===== config.mk =====
export PLATFORM = sky130hd
export DESIGN_NAME = four_digit_display_scanner_top
export DESIGN_NICKNAME = d
export VERILOG_FILES = /design/src/hw/rtl/fdds_pkg.sv /design/src/hw/rtl/fdds_digits.sv /design/src/hw/rtl/fdds_scan.sv /design/src/hw/rtl/fdds_pwm.sv /design/src/hw/rtl/four_digit_display_scanner_top.sv
export SDC_FILE = /design/constraint.sdc
export NUM_CORES = 1
export LEC_CHECK = 0
export ABC_CLOCK_PERIOD_IN_PS = 10200
export BUFFER_PORTS_ARGS = -buffer_cell sky130_fd_sc_hd__buf_2
export CELL_PAD_IN_SITES_DETAIL_PLACEMENT = 1
export CELL_PAD_IN_SITES_GLOBAL_PLACEMENT = 1
export CORE_MARGIN = 3
export CORE_UTILIZATION = 35
export DETAILED_ROUTE_END_ITERATION = 10
export PLACE_DENSITY = 0.61
export SYNTH_ARGS = -nofsm -noshare
export SYNTH_HDL_FRONTEND = slang
export SYNTH_SLANG_ARGS = --single-unit

===== constraint.sdc =====
create_clock -name clk -period 10.2 [get_ports clk]
set_input_delay 2.04 -clock clk [delete_from_list [all_inputs] [get_ports clk]]
set_output_delay 2.04 -clock clk [all_outputs]
set_load 0.1 [all_outputs]

===== src/hw/rtl/fdds_pkg.sv =====
// Shared types, constants and lookup functions for the four-digit display scanner.
// No dependencies; every other RTL file imports this package.
package fdds_pkg;

  localparam int NUM_DIGITS = 4;
  localparam int DIGIT_W    = 4;
  localparam int SCAN_W     = 2;
  localparam int SEG_W      = 7;
  localparam int CFG_W      = 4;
  localparam int IN_DATA_W  = 32;
  localparam int IN_USER_W  = 2;
  localparam int OUT_DATA_W = 16;

  localparam logic [DIGIT_W-1:0] HYPHEN_CODE    = 4'd10;
  localparam logic [5:0]         DATE_FIRST_SEC = 6'd50;
  localparam logic [5:0]         DATE_LAST_SEC  = 6'd54;
  localparam logic [CFG_W-1:0]   LED_OFF_RESET  = 4'd2;
  localparam logic [SCAN_W-1:0]  SCAN_RESET     = 2'd3;

  typedef enum logic [1:0] {
    MODE_TICK  = 2'd0,
    MODE_LOAD  = 2'd1,
    MODE_CLEAR = 2'd2
  } mode_t;

  typedef struct packed {
    mode_t       mode;
    logic [4:0]  hour;
    logic [5:0]  minute;
    logic [5:0]  second;
    logic [4:0]  day_of_month;
    logic [3:0]  month;
    logic        blink_on;
  } item_t;

  typedef logic [NUM_DIGITS-1:0][DIGIT_W-1:0] codes_t;
  typedef logic [NUM_DIGITS-1:0]              dots_t;

  // Held drive of the scanned digit
  typedef struct packed {
    logic [NUM_DIGITS-1:0] grid;
    logic [SEG_W-1:0]      segments;
    logic                  dot_level;
  } scan_drive_t;

  // Segment pattern, bit 0 = A; anything past 9 shows a hyphen
  function automatic logic [SEG_W-1:0] seg_lut(input logic [DIGIT_W-1:0] code);
    logic [SEG_W-1:0] pat;
    case (code)
      4'd0:    pat = 7'h3F;
      4'd1:    pat = 7'h06;
      4'd2:    pat = 7'h5B;
      4'd3:    pat = 7'h4F;
      4'd4:    pat = 7'h66;
      4'd5:    pat = 7'h6D;
      4'd6:    pat = 7'h7D;
      4'd7:    pat = 7'h07;
      4'd8:    pat = 7'h7F;
      4'd9:    pat = 7'h6F;
      default: pat = 7'h40;
    endcase
    return pat;
  endfunction

  // Split a value below 64 into tens and ones digit codes: {tens, ones}.
  // q = (v * 205) >> 11 is exact for v < 1029.
  function automatic logic [2*DIGIT_W-1:0] split_tens(input logic [5:0] v);
    logic [13:0] prod;
    logic [2:0]  q;
    logic [5:0]  r;
    prod = 14'(v) * 14'd205;
    q    = prod[13:11];
    r    = v - 6'(q) * 6'd10;
    return {1'b0, q, r[DIGIT_W-1:0]};
  endfunction

endpackage


===== src/hw/rtl/fdds_digits.sv =====
// Digit code and dot store: load from time fields, clear to hyphens.
// Depends on fdds_pkg.
module fdds_digits (
  input  logic           clk,
  input  logic           rst,
  input  logic           fire,
  input  fdds_pkg::item_t item,
  output fdds_pkg::codes_t codes,
  output fdds_pkg::dots_t  dots
);
  import fdds_pkg::*;

  codes_t codes_next;
  dots_t  dots_next;
  logic [2*DIGIT_W-1:0] hi_pair;
  logic [2*DIGIT_W-1:0] lo_pair;
  logic is_date;

  assign is_date = item.second inside {[DATE_FIRST_SEC:DATE_LAST_SEC]};

  always_comb begin
    hi_pair = is_date ? split_tens(6'(item.day_of_month)) : split_tens(6'(item.hour));
    lo_pair = is_date ? split_tens(6'(item.month)) : split_tens(item.minute);
  end

  always_comb begin
    codes_next = codes;
    dots_next  = dots;
    case (item.mode)
      MODE_LOAD: begin
        codes_next[0] = hi_pair[2*DIGIT_W-1:DIGIT_W];
        codes_next[1] = hi_pair[DIGIT_W-1:0];
        codes_next[2] = lo_pair[2*DIGIT_W-1:DIGIT_W];
        codes_next[3] = lo_pair[DIGIT_W-1:0];
        // date: all dots blink; time: only the hour/minute separator
        dots_next = is_date ? {NUM_DIGITS{item.blink_on}}
                            : {2'b00, item.blink_on, 1'b0};
      end
      MODE_CLEAR: begin
        codes_next = {NUM_DIGITS{HYPHEN_CODE}};
        dots_next  = '0;
      end
      default: begin
      end
    endcase
  end

  always_ff @(posedge clk) begin
    if (rst) begin
      codes <= {NUM_DIGITS{HYPHEN_CODE}};
      dots  <= '0;
    end else if (fire) begin
      codes <= codes_next;
      dots  <= dots_next;
    end
  end

endmodule


===== src/hw/rtl/fdds_scan.sv =====
// Digit scanner: half-rate divider, scan index and held grid/segment/dot drive.
// Depends on fdds_pkg.
module fdds_scan (
  input  logic                  clk,
  input  logic                  rst,
  input  logic                  tick,
  input  fdds_pkg::codes_t      codes,
  input  fdds_pkg::dots_t       dots,
  output fdds_pkg::scan_drive_t drive_next
);
  import fdds_pkg::*;

  logic              half_rate_flag;
  logic [SCAN_W-1:0] scan_index;
  logic [SCAN_W-1:0] scan_index_next;
  scan_drive_t       drive;
  logic              advance;

  assign advance         = tick && !half_rate_flag;
  assign scan_index_next = scan_index + SCAN_W'(1);

  always_comb begin
    drive_next = drive;
    if (advance) begin
      drive_next.segments  = seg_lut(codes[scan_index_next]);
      drive_next.dot_level = dots[scan_index_next];
      drive_next.grid      = NUM_DIGITS'(1) << scan_index_next;
    end
  end

  always_ff @(posedge clk) begin
    if (rst) begin
      half_rate_flag <= 1'b0;
      scan_index     <= SCAN_RESET;
      drive          <= '0;
    end else if (tick) begin
      half_rate_flag <= !half_rate_flag;
      if (advance) begin
        scan_index <= scan_index_next;
      end
      drive <= drive_next;
    end
  end

endmodule


===== src/hw/rtl/fdds_pwm.sv =====
// Backlight PWM: step counter, off-step register and LED level.
// Depends on fdds_pkg.
module fdds_pwm #(
  parameter int PWM_STEPS = 8
) (
  input  logic                       clk,
  input  logic                       rst,
  input  logic                       tick,
  input  logic                       cfg_wen,
  input  logic [fdds_pkg::CFG_W-1:0] cfg_wdata,
  output logic                       led_next
);
  import fdds_pkg::*;

  localparam int STEP_W = $clog2(PWM_STEPS);
  localparam logic [STEP_W-1:0] STEP_LAST = STEP_W'(PWM_STEPS - 1);

  logic [CFG_W-1:0]  led_off_step;
  logic [STEP_W-1:0] pwm_step;
  logic              led_out;

  // off match wins over the step-zero turn-on
  always_comb begin
    led_next = led_out;
    if (tick) begin
      if (CFG_W'(pwm_step) == led_off_step) begin
        led_next = 1'b0;
      end else if (pwm_step == '0) begin
        led_next = 1'b1;
      end
    end
  end

  always_ff @(posedge clk) begin
    if (rst) begin
      led_off_step <= LED_OFF_RESET;
    end else if (cfg_wen) begin
      led_off_step <= cfg_wdata;
    end
  end

  always_ff @(posedge clk) begin
    if (rst) begin
      pwm_step <= '0;
      led_out  <= 1'b0;
    end else if (tick) begin
      pwm_step <= (pwm_step == STEP_LAST) ? '0 : pwm_step + STEP_W'(1);
      led_out  <= led_next;
    end
  end

endmodule


===== src/hw/rtl/four_digit_display_scanner_top.sv =====
// Four-digit multiplexed seven-segment scanner with PWM backlight, top level.
// Each input beat passes the input register, then the result register, and gives exactly
// one result beat. Throughput: one beat per cycle while m_axis_tready does not stall.
// rst (synchronous, active high) sets hyphens on all digits, dots off, scan index 3,
// drive outputs low and the LED off step to 2. Depends on fdds_pkg and fdds_* modules.
module four_digit_display_scanner_top #(
  parameter int PWM_STEPS = 8
) (
  input  logic                            clk,
  input  logic                            rst,
  // configuration: LED off step
  input  logic                            cfg_wen,
  input  logic [fdds_pkg::CFG_W-1:0]      cfg_wdata,
  // input stream
  input  logic                            s_axis_tvalid,
  output logic                            s_axis_tready,
  // [4:0] hour, [10:5] minute, [16:11] second, [21:17] day_of_month,
  // [25:22] month, [26] blink_on, [31:27] zero
  input  logic [fdds_pkg::IN_DATA_W-1:0]  s_axis_tdata,
  // [1:0] mode
  input  logic [fdds_pkg::IN_USER_W-1:0]  s_axis_tuser,
  // result stream
  output logic                            m_axis_tvalid,
  input  logic                            m_axis_tready,
  // [3:0] grid, [10:4] segments, [11] dot_level, [12] led_level, [15:13] zero
  output logic [fdds_pkg::OUT_DATA_W-1:0] m_axis_tdata
);
  import fdds_pkg::*;

  // ---- input register stage
  logic  a_valid;
  item_t a_item;
  item_t in_item;
  logic  adv;      // item moves from input register into the result register

  // ---- result register stage
  logic                  b_valid;
  logic [OUT_DATA_W-1:0] b_data;

  // ---- state units
  codes_t      codes;
  dots_t       dots;
  scan_drive_t drive_next;
  logic        led_next;
  logic        tick;

  // unpack the beat into the item fields
  always_comb begin
    in_item.mode         = mode_t'(s_axis_tuser);
    in_item.hour         = s_axis_tdata[4:0];
    in_item.minute       = s_axis_tdata[10:5];
    in_item.second       = s_axis_tdata[16:11];
    in_item.day_of_month = s_axis_tdata[21:17];
    in_item.month        = s_axis_tdata[25:22];
    in_item.blink_on     = s_axis_tdata[26];
  end

  // Item-driven state is updated exactly when an item leaves the input register, so the
  // result register always holds the drive levels after that item.
  assign adv           = a_valid && (!b_valid || m_axis_tready);
  assign s_axis_tready = !a_valid || adv;
  assign tick          = adv && (a_item.mode == MODE_TICK);

  always_ff @(posedge clk) begin
    if (rst) begin
      a_valid <= 1'b0;
    end else if (s_axis_tready) begin
      a_valid <= s_axis_tvalid;
    end
  end

  always_ff @(posedge clk) begin
    if (s_axis_tready && s_axis_tvalid) begin
      a_item <= in_item;
    end
  end

  fdds_digits u_digits (
    .clk   (clk),
    .rst   (rst),
    .fire  (adv),
    .item  (a_item),
    .codes (codes),
    .dots  (dots)
  );

  // scan reads the digit store as it stands; ticks never change it
  fdds_scan u_scan (
    .clk        (clk),
    .rst        (rst),
    .tick       (tick),
    .codes      (codes),
    .dots       (dots),
    .drive_next (drive_next)
  );

  fdds_pwm #(
    .PWM_STEPS (PWM_STEPS)
  ) u_pwm (
    .clk       (clk),
    .rst       (rst),
    .tick      (tick),
    .cfg_wen   (cfg_wen),
    .cfg_wdata (cfg_wdata),
    .led_next  (led_next)
  );

  // result register; refilled in the same cycle it is drained
  always_ff @(posedge clk) begin
    if (rst) begin
      b_valid <= 1'b0;
    end else if (adv) begin
      b_valid <= 1'b1;
    end else if (m_axis_tready) begin
      b_valid <= 1'b0;
    end
  end

  always_ff @(posedge clk) begin
    if (adv) begin
      b_data <= {3'b000, led_next, drive_next.dot_level, drive_next.segments,
                 drive_next.grid};
    end
  end

  assign m_axis_tvalid = b_valid;
  assign m_axis_tdata  = b_data;

  // ---- checks
  // at most one digit is ever enabled
  assert property (@(posedge clk) disable iff (rst)
    m_axis_tvalid |-> $onehot0(m_axis_tdata[3:0]))
    else $error("grid drive not one-hot");

  // with no digit scanned yet, segments and dot stay dark
  assert property (@(posedge clk) disable iff (rst)
    (m_axis_tvalid && (m_axis_tdata[3:0] == 4'd0)) |-> (m_axis_tdata[11:4] == 8'd0))
    else $error("segments lit with no digit enabled");

  // an item held in the input register is not dropped while the result side stalls
  assert property (@(posedge clk) disable iff (rst)
    (a_valid && !adv) |=> a_valid)
    else $error("input register lost an item");

  // an item leaving the input register always lands in the result register
  assert property (@(posedge clk) disable iff (rst)
    adv |=> b_valid)
    else $error("result register not loaded");

endmodule

==> flow_metrics.tcl, run 1 <==
set metrics [dict create \
    worst-path-buf-inv 2 \
    antenna_left 0 \
    drt-initial-drc-count 97 \
    fin_util 0.411 \
    n_antenna_cell 0 \
    root_buffer "clkbuf_16" \
    period_minus_slack_ns 4.87 \
    cts_setup_buffers 0 \
    via_per_inst 4.74 \
    crit_type "register to register" \
    yosysWarnings 0 \
    rsz0062_at_grt "no" \
    cts_inserted_buffers 9 \
    place_inst 751 \
    hold_depth 2 \
    routabilityCongestion 0.782 \
    avgRoutedWirePerCell_um 13.9 \
    critical_path.endpoint_type "register" \
    final-instance-count-excl-fill 767 \
    hold_end "u_scan.half_rate_flag" \
    clk_path_buf_depth 2 \
    setup_viol 0 \
    outcome "completed" \
    slew_headroom 0.411 \
    rows 45 \
    place_hpwl_um 8470 \
    power_leakage_nw 2.94 \
    timing.final.crit_share 0.477 \
    synth-simple-area-share 0.0982 \
    netlist_instances 497 \
    rrSetupSlack_ns 5.33 \
    synth-async-reset-ratio 0 \
    cp.required_ns 10.48 \
    nNetsFinal 712 \
    worst_pin_slew_ns 0.884 \
    dpl_worst_slack_ns 5.26 \
    insertion_delay_ns 0.35 \
    core_um2 15300 \
    synth_area_um2 5530 \
    wl_um 10700 \
    slowest_stage "fa_1" \
    numPortBuffers 52 \
    ys_seq_elements 83 \
    synth_edf_count 42 \
    synth_top_family_by_area "adder cells" \
    vias 3632 \
    setup_ws_ns 5.33 \
    max_stage_delay_ns 0.47 \
    max_freq_ghz 0.206 \
    synth.avg_cell_area_um2 11.1 \
    gr-total-overflow 0 \
    r2r_cells 18 \
    max-cap-violations 0 \
    clk_pin_slew_ns 0.07 \
    startpoint_type "register" \
    grt_max_degree 36 \
    ir_worst_vdd_v 0.000122 \
    arrival_ns 5.14 \
    post-route-drc-count 0 \
    tns_ns 0 \
    cts_num_sinks 83 \
    worstPathCellList "inv_1 -> ha_1 -> inv_1 -> fa_1 -> fa_1 -> ha_1 -> a21oi_1 -> o221ai_2 -> a31oi_4 -> xnor2_1 -> ha_1 -> fa_1 -> xnor2_1 -> xnor2_1 -> o21ai_1 -> a22o_1 -> a21oi_1 -> a2bb2oi_1" \
    power_density_nw_per_um2 150 \
    dr.pass1.iters 4 \
    synth_compound_area_frac 0.0934 \
    antenna_found_initial 0 \
    synth_cell_types 65 \
    hold_violations 0 \
    hold_path.startpoint "u_scan.half_rate_flag" \
    ios 61 \
    synth_mux_area_frac 0.0570 \
    track_usage 0.132 \
    synth_xor_xnor_area_share 0.0421 \
    reg2reg_from "a_item[20]" \
    initial_core_util 0.361 \
    path_max_fanout 7 \
    synth_seq_area_share 0.376 \
    die_w_um 132 \
    hold_buffers 0 \
    die_area_um2 17300 \
    area_growth_pct 13.8 \
    synthAdderAreaFrac 0.283 \
    crit_family "adder cells" \
    h-tree-depth 3 \
    synth_flop_cell "edfxtp_1" \
    worstHoldPathType "register to register" \
    cts-resized-gates 0 \
    cts_tree "yes" \
    grt_pass1_vias 4062 \
    final_layout_size_suffix_gt1_frac 0.185 \
    skew_ns 0.0125 \
    final-max-slew-violation-count 0 \
    grt_pass1_wl_um 18900 \
    die-height_um 132 \
    r2r-end "u_digits.codes[15]" \
]
[cell families (layout without fill, tap and decap cells)]
logic type                 after synthesis  in the layout
buffers and inverters                   64            121
other                                    1              3
DFF                                     83             83
muxes                                   25             25
xor gates and xnor gates                25             25
adders and majority gates              118            118
and+or+nand+nor                        109            109
AOI/OAI and AO/OA                       72             72
[per-stage QoR]
stage / power (mW) / hold WS, ns / cell area, um^2
after floorplan: 0.580 / 0.420 / 5540
after global placement: 0.627 / 0.438 / 6010
after detailed placement: 0.642 / 0.455 / 6010
after CTS: 0.963 / 0.465 / 6290
after global routing: 1.01 / 0.495 / 6290
final: 0.942 / 0.460 / 6290
[cells in the mapped netlist, types with 3 or more instances]
| cell | count | share of area |
|---|---|---|
| a21o_1 | 3 | 0.0041 |
| nand3_1 | 7 | 0.0063 |
| nor2b_1 | 14 | 0.016 |
| a21oi_1 | 22 | 0.020 |
| buf_2 | 3 | 0.0027 |
| fa_1 | 12 | 0.043 |
| or2_2 | 4 | 0.0045 |
| mux2i_1 | 12 | 0.022 |
| xnor2_1 | 15 | 0.024 |
| edfxtp_1 | 42 | 0.23 |
| nor3_1 | 3 | 0.0027 |
| dfxtp_1 | 41 | 0.15 |
| o21ai_0 | 12 | 0.011 |
| mux2_4 | 4 | 0.011 |
| buf_4 | 3 | 0.0041 |
| xor2_1 | 9 | 0.014 |
| mux2_2 | 6 | 0.012 |
| inv_1 | 49 | 0.033 |
| nand4_1 | 6 | 0.0068 |
| nand2_1 | 32 | 0.022 |
| clkbuf_1 | 6 | 0.0041 |
| a22oi_1 | 7 | 0.0095 |
| nor3b_1 | 3 | 0.0041 |
| o211ai_1 | 3 | 0.0041 |
| nor2_1 | 28 | 0.019 |
| ha_1 | 106 | 0.24 |
[worst max path at each step]
stage	endpoint	depth (start not counted)	from
detailed placement	u_digits.codes[15]	18	a_item[20]
finish	u_digits.codes[15]	18	a_item[20]
floorplan	s_axis_tready	2	m_axis_tready
global route	u_digits.codes[15]	18	a_item[20]
global placement	u_digits.codes[15]	18	a_item[20]
CTS	u_digits.codes[15]	18	a_item[20]
[state kept, by name (all words and copies together), names as in the netlist]
name and flops:
u_scan.half_rate_flag 1, u_digits.codes 14, u_pwm.led_off_step 4, a_item 29, a_valid 1, u_digits.dots 2
u_scan.scan_index 2, u_pwm.pwm_step 3, u_scan.drive 12, m_axis_tdata 13, u_pwm.led_out 1, m_axis_tvalid 1
[power by group]
part	leakage (nW)	switching, mW	total [mW]	internal, mW
sequential	0.742	0.0121	0.380	0.367
clock	0.139	0.139	0.313	0.174
combinational	2.06	0.145	0.249	0.104
total	2.94	0.296	0.942	0.645
[layout make-up]
type / instances / area, um^2
repair buffers: 55 / 283
well taps: 211 / 264
inverters: 50 / 189
flip-flops and latches: 83 / 2080
fillers: 1753 / 9020
multi-input cells: 352 / 3190
clock buffers: 10 / 239
clock inverters: 6 / 47.5
[layout by cell type (no fill, tap or decap), types with 14 or more instances in the layout]
cell	n
nor2b_1	14
edfxtp_1	42
inv_1	49
nor2_1	28
xnor2_1	15
nand2_1	32
dfxtp_1	41
buf_2	52
a21oi_1	22
ha_1	106
[metal layers]
metal | wire length (um) | vias to the layer above | track usage
met5 | 0 | - | 0
met4 | 156 | 0 | 0.0449
met3 | 337 | 12 | 0.0329
met2 | 5320 | 48 | 0.230
met1 | 4890 | 1732 | 0.161
li1 | - | 1840 | -
[tightest hold or removal path, cell delays in order (launching register included)]
cell,delay [ns]
dfxtp_1,0.31
nand2_1,0.05
a21oi_1,0.06
(Power assumes the default switching activity.)
==> run 2, diff against run 1 <==
--- a/config.mk
+++ b/config.mk
@@ -5,14 +5,14 @@
 export SDC_FILE = /design/constraint.sdc
 export NUM_CORES = 1
 export LEC_CHECK = 0
-export ABC_CLOCK_PERIOD_IN_PS = 10200
+export ABC_CLOCK_PERIOD_IN_PS = 4300
 export BUFFER_PORTS_ARGS = -buffer_cell sky130_fd_sc_hd__buf_2
 export CELL_PAD_IN_SITES_DETAIL_PLACEMENT = 1
 export CELL_PAD_IN_SITES_GLOBAL_PLACEMENT = 1
 export CORE_MARGIN = 3
 export CORE_UTILIZATION = 35
 export DETAILED_ROUTE_END_ITERATION = 10
-export PLACE_DENSITY = 0.61
+export PLACE_DENSITY = 0.63
 export SYNTH_ARGS = -nofsm -noshare
 export SYNTH_HDL_FRONTEND = slang
 export SYNTH_SLANG_ARGS = --single-unit
==> constraint.sdc (replaced) <==
create_clock -name clk -period 4.3 [get_ports clk]
set_input_delay 0.86 -clock clk [delete_from_list [all_inputs] [get_ports clk]]
set_output_delay 0.86 -clock clk [all_outputs]
set_load 0.1 [all_outputs]
==> run 2 against run 1 <==
Register-to-register slack worse by 5.5 ns. Combinational power increased to 2.8 times the previous value. The run now ends with negative setup slack left. Flip-flop and latch count stayed put. First-iteration DRC count shrank 9.3%. Final area rose by 4.3%. Non-clock buffer count up 19. Via count is 2.8% higher. Sequential power up 140%. Global-route usage rose by 0.33 points. Clock skew down 0.0085 ns. Largest cell class unchanged. Power up 150%.
==> flow_metrics.tcl, run 2 (synthesized netlist as in run 1, its figures left out) <==
set metrics [dict create \
    outcome "finished with violations" \
    violations "negative setup slack" \
    setup_viol 1 \
    insertion_delay_ns 0.34 \
    grt_max_degree 35 \
    p_sw_frac 0.316 \
    wl_um 11500 \
    reg2reg_from "a_item[17]" \
    n_fill_cell 1708 \
    max_freq_ghz 0.225 \
    cts_tree "yes" \
    power_frac_clock 0.310 \
    ios 61 \
    total_power_mw 2.31 \
    grt_pass1_wl_um 19100 \
    period_minus_slack_ns 4.44 \
    place_hpwl_um 8750 \
    slew_headroom 0.412 \
    final_layout_size_suffix_gt1_frac 0.245 \
    dr.pass1.iters 4 \
    max-cap-violations 0 \
    power.share.sequential 0.390 \
    die-height_um 132 \
    worst-path-buf-inv 1 \
    h-tree-depth 3 \
    slowest_stage "edfxtp_1" \
    antenna_left 0 \
    p_switching_mw 0.731 \
    antenna_found_initial 0 \
    multiInputGateArea_um2 3330 \
    track_usage 0.136 \
    crit_type "register to register" \
    nNetsFinal 731 \
    gr-total-overflow 0 \
    core_um2 15300 \
    post-route-drc-count 0 \
    initial_core_util 0.361 \
    power_leakage_nw 3.03 \
    arrival_ns 4.71 \
    clk_pin_slew_ns 0.06 \
    critical_path.endpoint_type "register" \
    p_int_mw 1.58 \
    worstPathCellList "ha_4 -> fa_2 -> fa_2 -> ha_4 -> nand4_1 -> o221ai_2 -> a31oi_4 -> xnor2_2 -> ha_2 -> fa_2 -> xnor2_2 -> xnor2_2 -> buf_4 -> a21o_1 -> a22o_1 -> a21oi_2 -> a2bb2oi_1" \
    cp-startpoint "a_item[17]" \
    root_buffer "clkbuf_16" \
    final-max-slew-violation-count 0 \
    rows 45 \
    numPortBuffers 52 \
    vias 3734 \
    via_per_inst 4.75 \
    cts_inserted_buffers 9 \
    worst_pin_slew_ns 0.882 \
    regMostFlops "a_item" \
    cts_num_sinks 83 \
    max_stage_delay_ns 0.51 \
    hold_violations 0 \
    setup_ws_ns -0.135 \
    skew_ns 0.00402 \
    clk_path_buf_depth 2 \
    crit_family "adder cells" \
    comb_power_share 0.300 \
    area_growth_pct 18.6 \
    timing.final.crit_share 1.03 \
    mostFrequentLayoutCell "ha_1" \
    routabilityCongestion 0.750 \
    rsz0062_at_grt "yes" \
    seqCellArea_um2 2080 \
    power_density_nw_per_um2 352 \
    cp.required_ns 4.58 \
    path_max_fanout 6 \
    hold_path.startpoint "u_scan.half_rate_flag" \
    drt-initial-drc-count 88 \
    worstHoldPathType "register to register" \
    die_w_um 132 \
    avgRoutedWirePerCell_um 14.6 \
    ir_worst_vdd_v 0.000196 \
    grt_pass1_vias 3993 \
    startpoint_type "register" \
    final_cell_mix "ha_1, buf_2, inv_1, edfxtp_1, dfxtp_1" \
    postLayoutCellArea_um2 6560 \
    dpl_cell_area_um2 6100 \
    die_area_um2 17300 \
    largest_reg_flops 29 \
    n_antenna_cell 0 \
]
-- run 2: changes by cell type in the layout (fill, tap and decap cells not counted), sizes merged --
cell / delta
clkbuf: +1
clkinv: -1
buf: +19
-- run 2: what timing repair did --
| item | in CTS | in global routing |
|---|---|---|
| hold endpoints to repair | 0 | 0 |
| cloned | 0 | 0 |
| endpoints found under the setup margin | 1 | 2 |
| buffers inserted | 3 | 6 |
| hold buffers | 0 | 0 |
| pin swaps | 9 | 13 |
| gates resized for setup | 8 | 11 |
-- run 2: final cells by class --
class                   instances  share of cell area
multi-input cells             352               0.507
well taps                     211              0.0402
clock inverters                 5             0.00553
flip-flops and latches         83               0.317
clock buffers                  11              0.0355
repair buffers                 74              0.0654
inverters                      50              0.0288
-- run 2: tightest hold or removal path: cells and delay by family, from the launching register on --
kind | cells | cell delay [ns]
flip-flops | 1 | 0.31
AND/OR/NAND/NOR | 1 | 0.05
AO/OA/AOI/OAI | 1 | 0.05
-- run 2: path summary, 6_finish.rpt --
path                           end  slack (ns)  depth (start not counted)
max             u_digits.codes[15]       -0.14                         17
min          u_scan.half_rate_flag        0.45                          2
max reg2reg     u_digits.codes[15]       -0.14                         17
min reg2reg  u_scan.half_rate_flag        0.45                          2
-- run 2: per-stage QoR --
stage                     hold slack [ns]  setup WS (ns)  TNS, ns  utilization  instances
after global placement              0.438         -0.118   -0.118        0.398        761
after detailed placement            0.448         -0.263   -0.263        0.398        761
after floorplan                     0.420         0.0103        0            -        499
final                               0.454         -0.135   -0.135        0.429        786
after CTS                           0.456        -0.0891  -0.0891        0.421        780
after global routing                0.487         -0.358   -0.377        0.429        786
-- run 2: power by group through the flow --
stage                     logic, mW  registers [mW]  clock network, mW
after floorplan               0.433           0.951                  0
after global placement        0.602           0.916                  0
after detailed placement      0.633           0.918                  0
after CTS                     0.661           0.900              0.745
after global routing          0.787           0.905              0.779
final                         0.694           0.901              0.715
-- run 2: layer usage --
metal	global-route usage	routed length (um)
met5	0	0
met1	0.160	5100
met3	0.0341	371
met2	0.238	5770
met4	0.0525	239
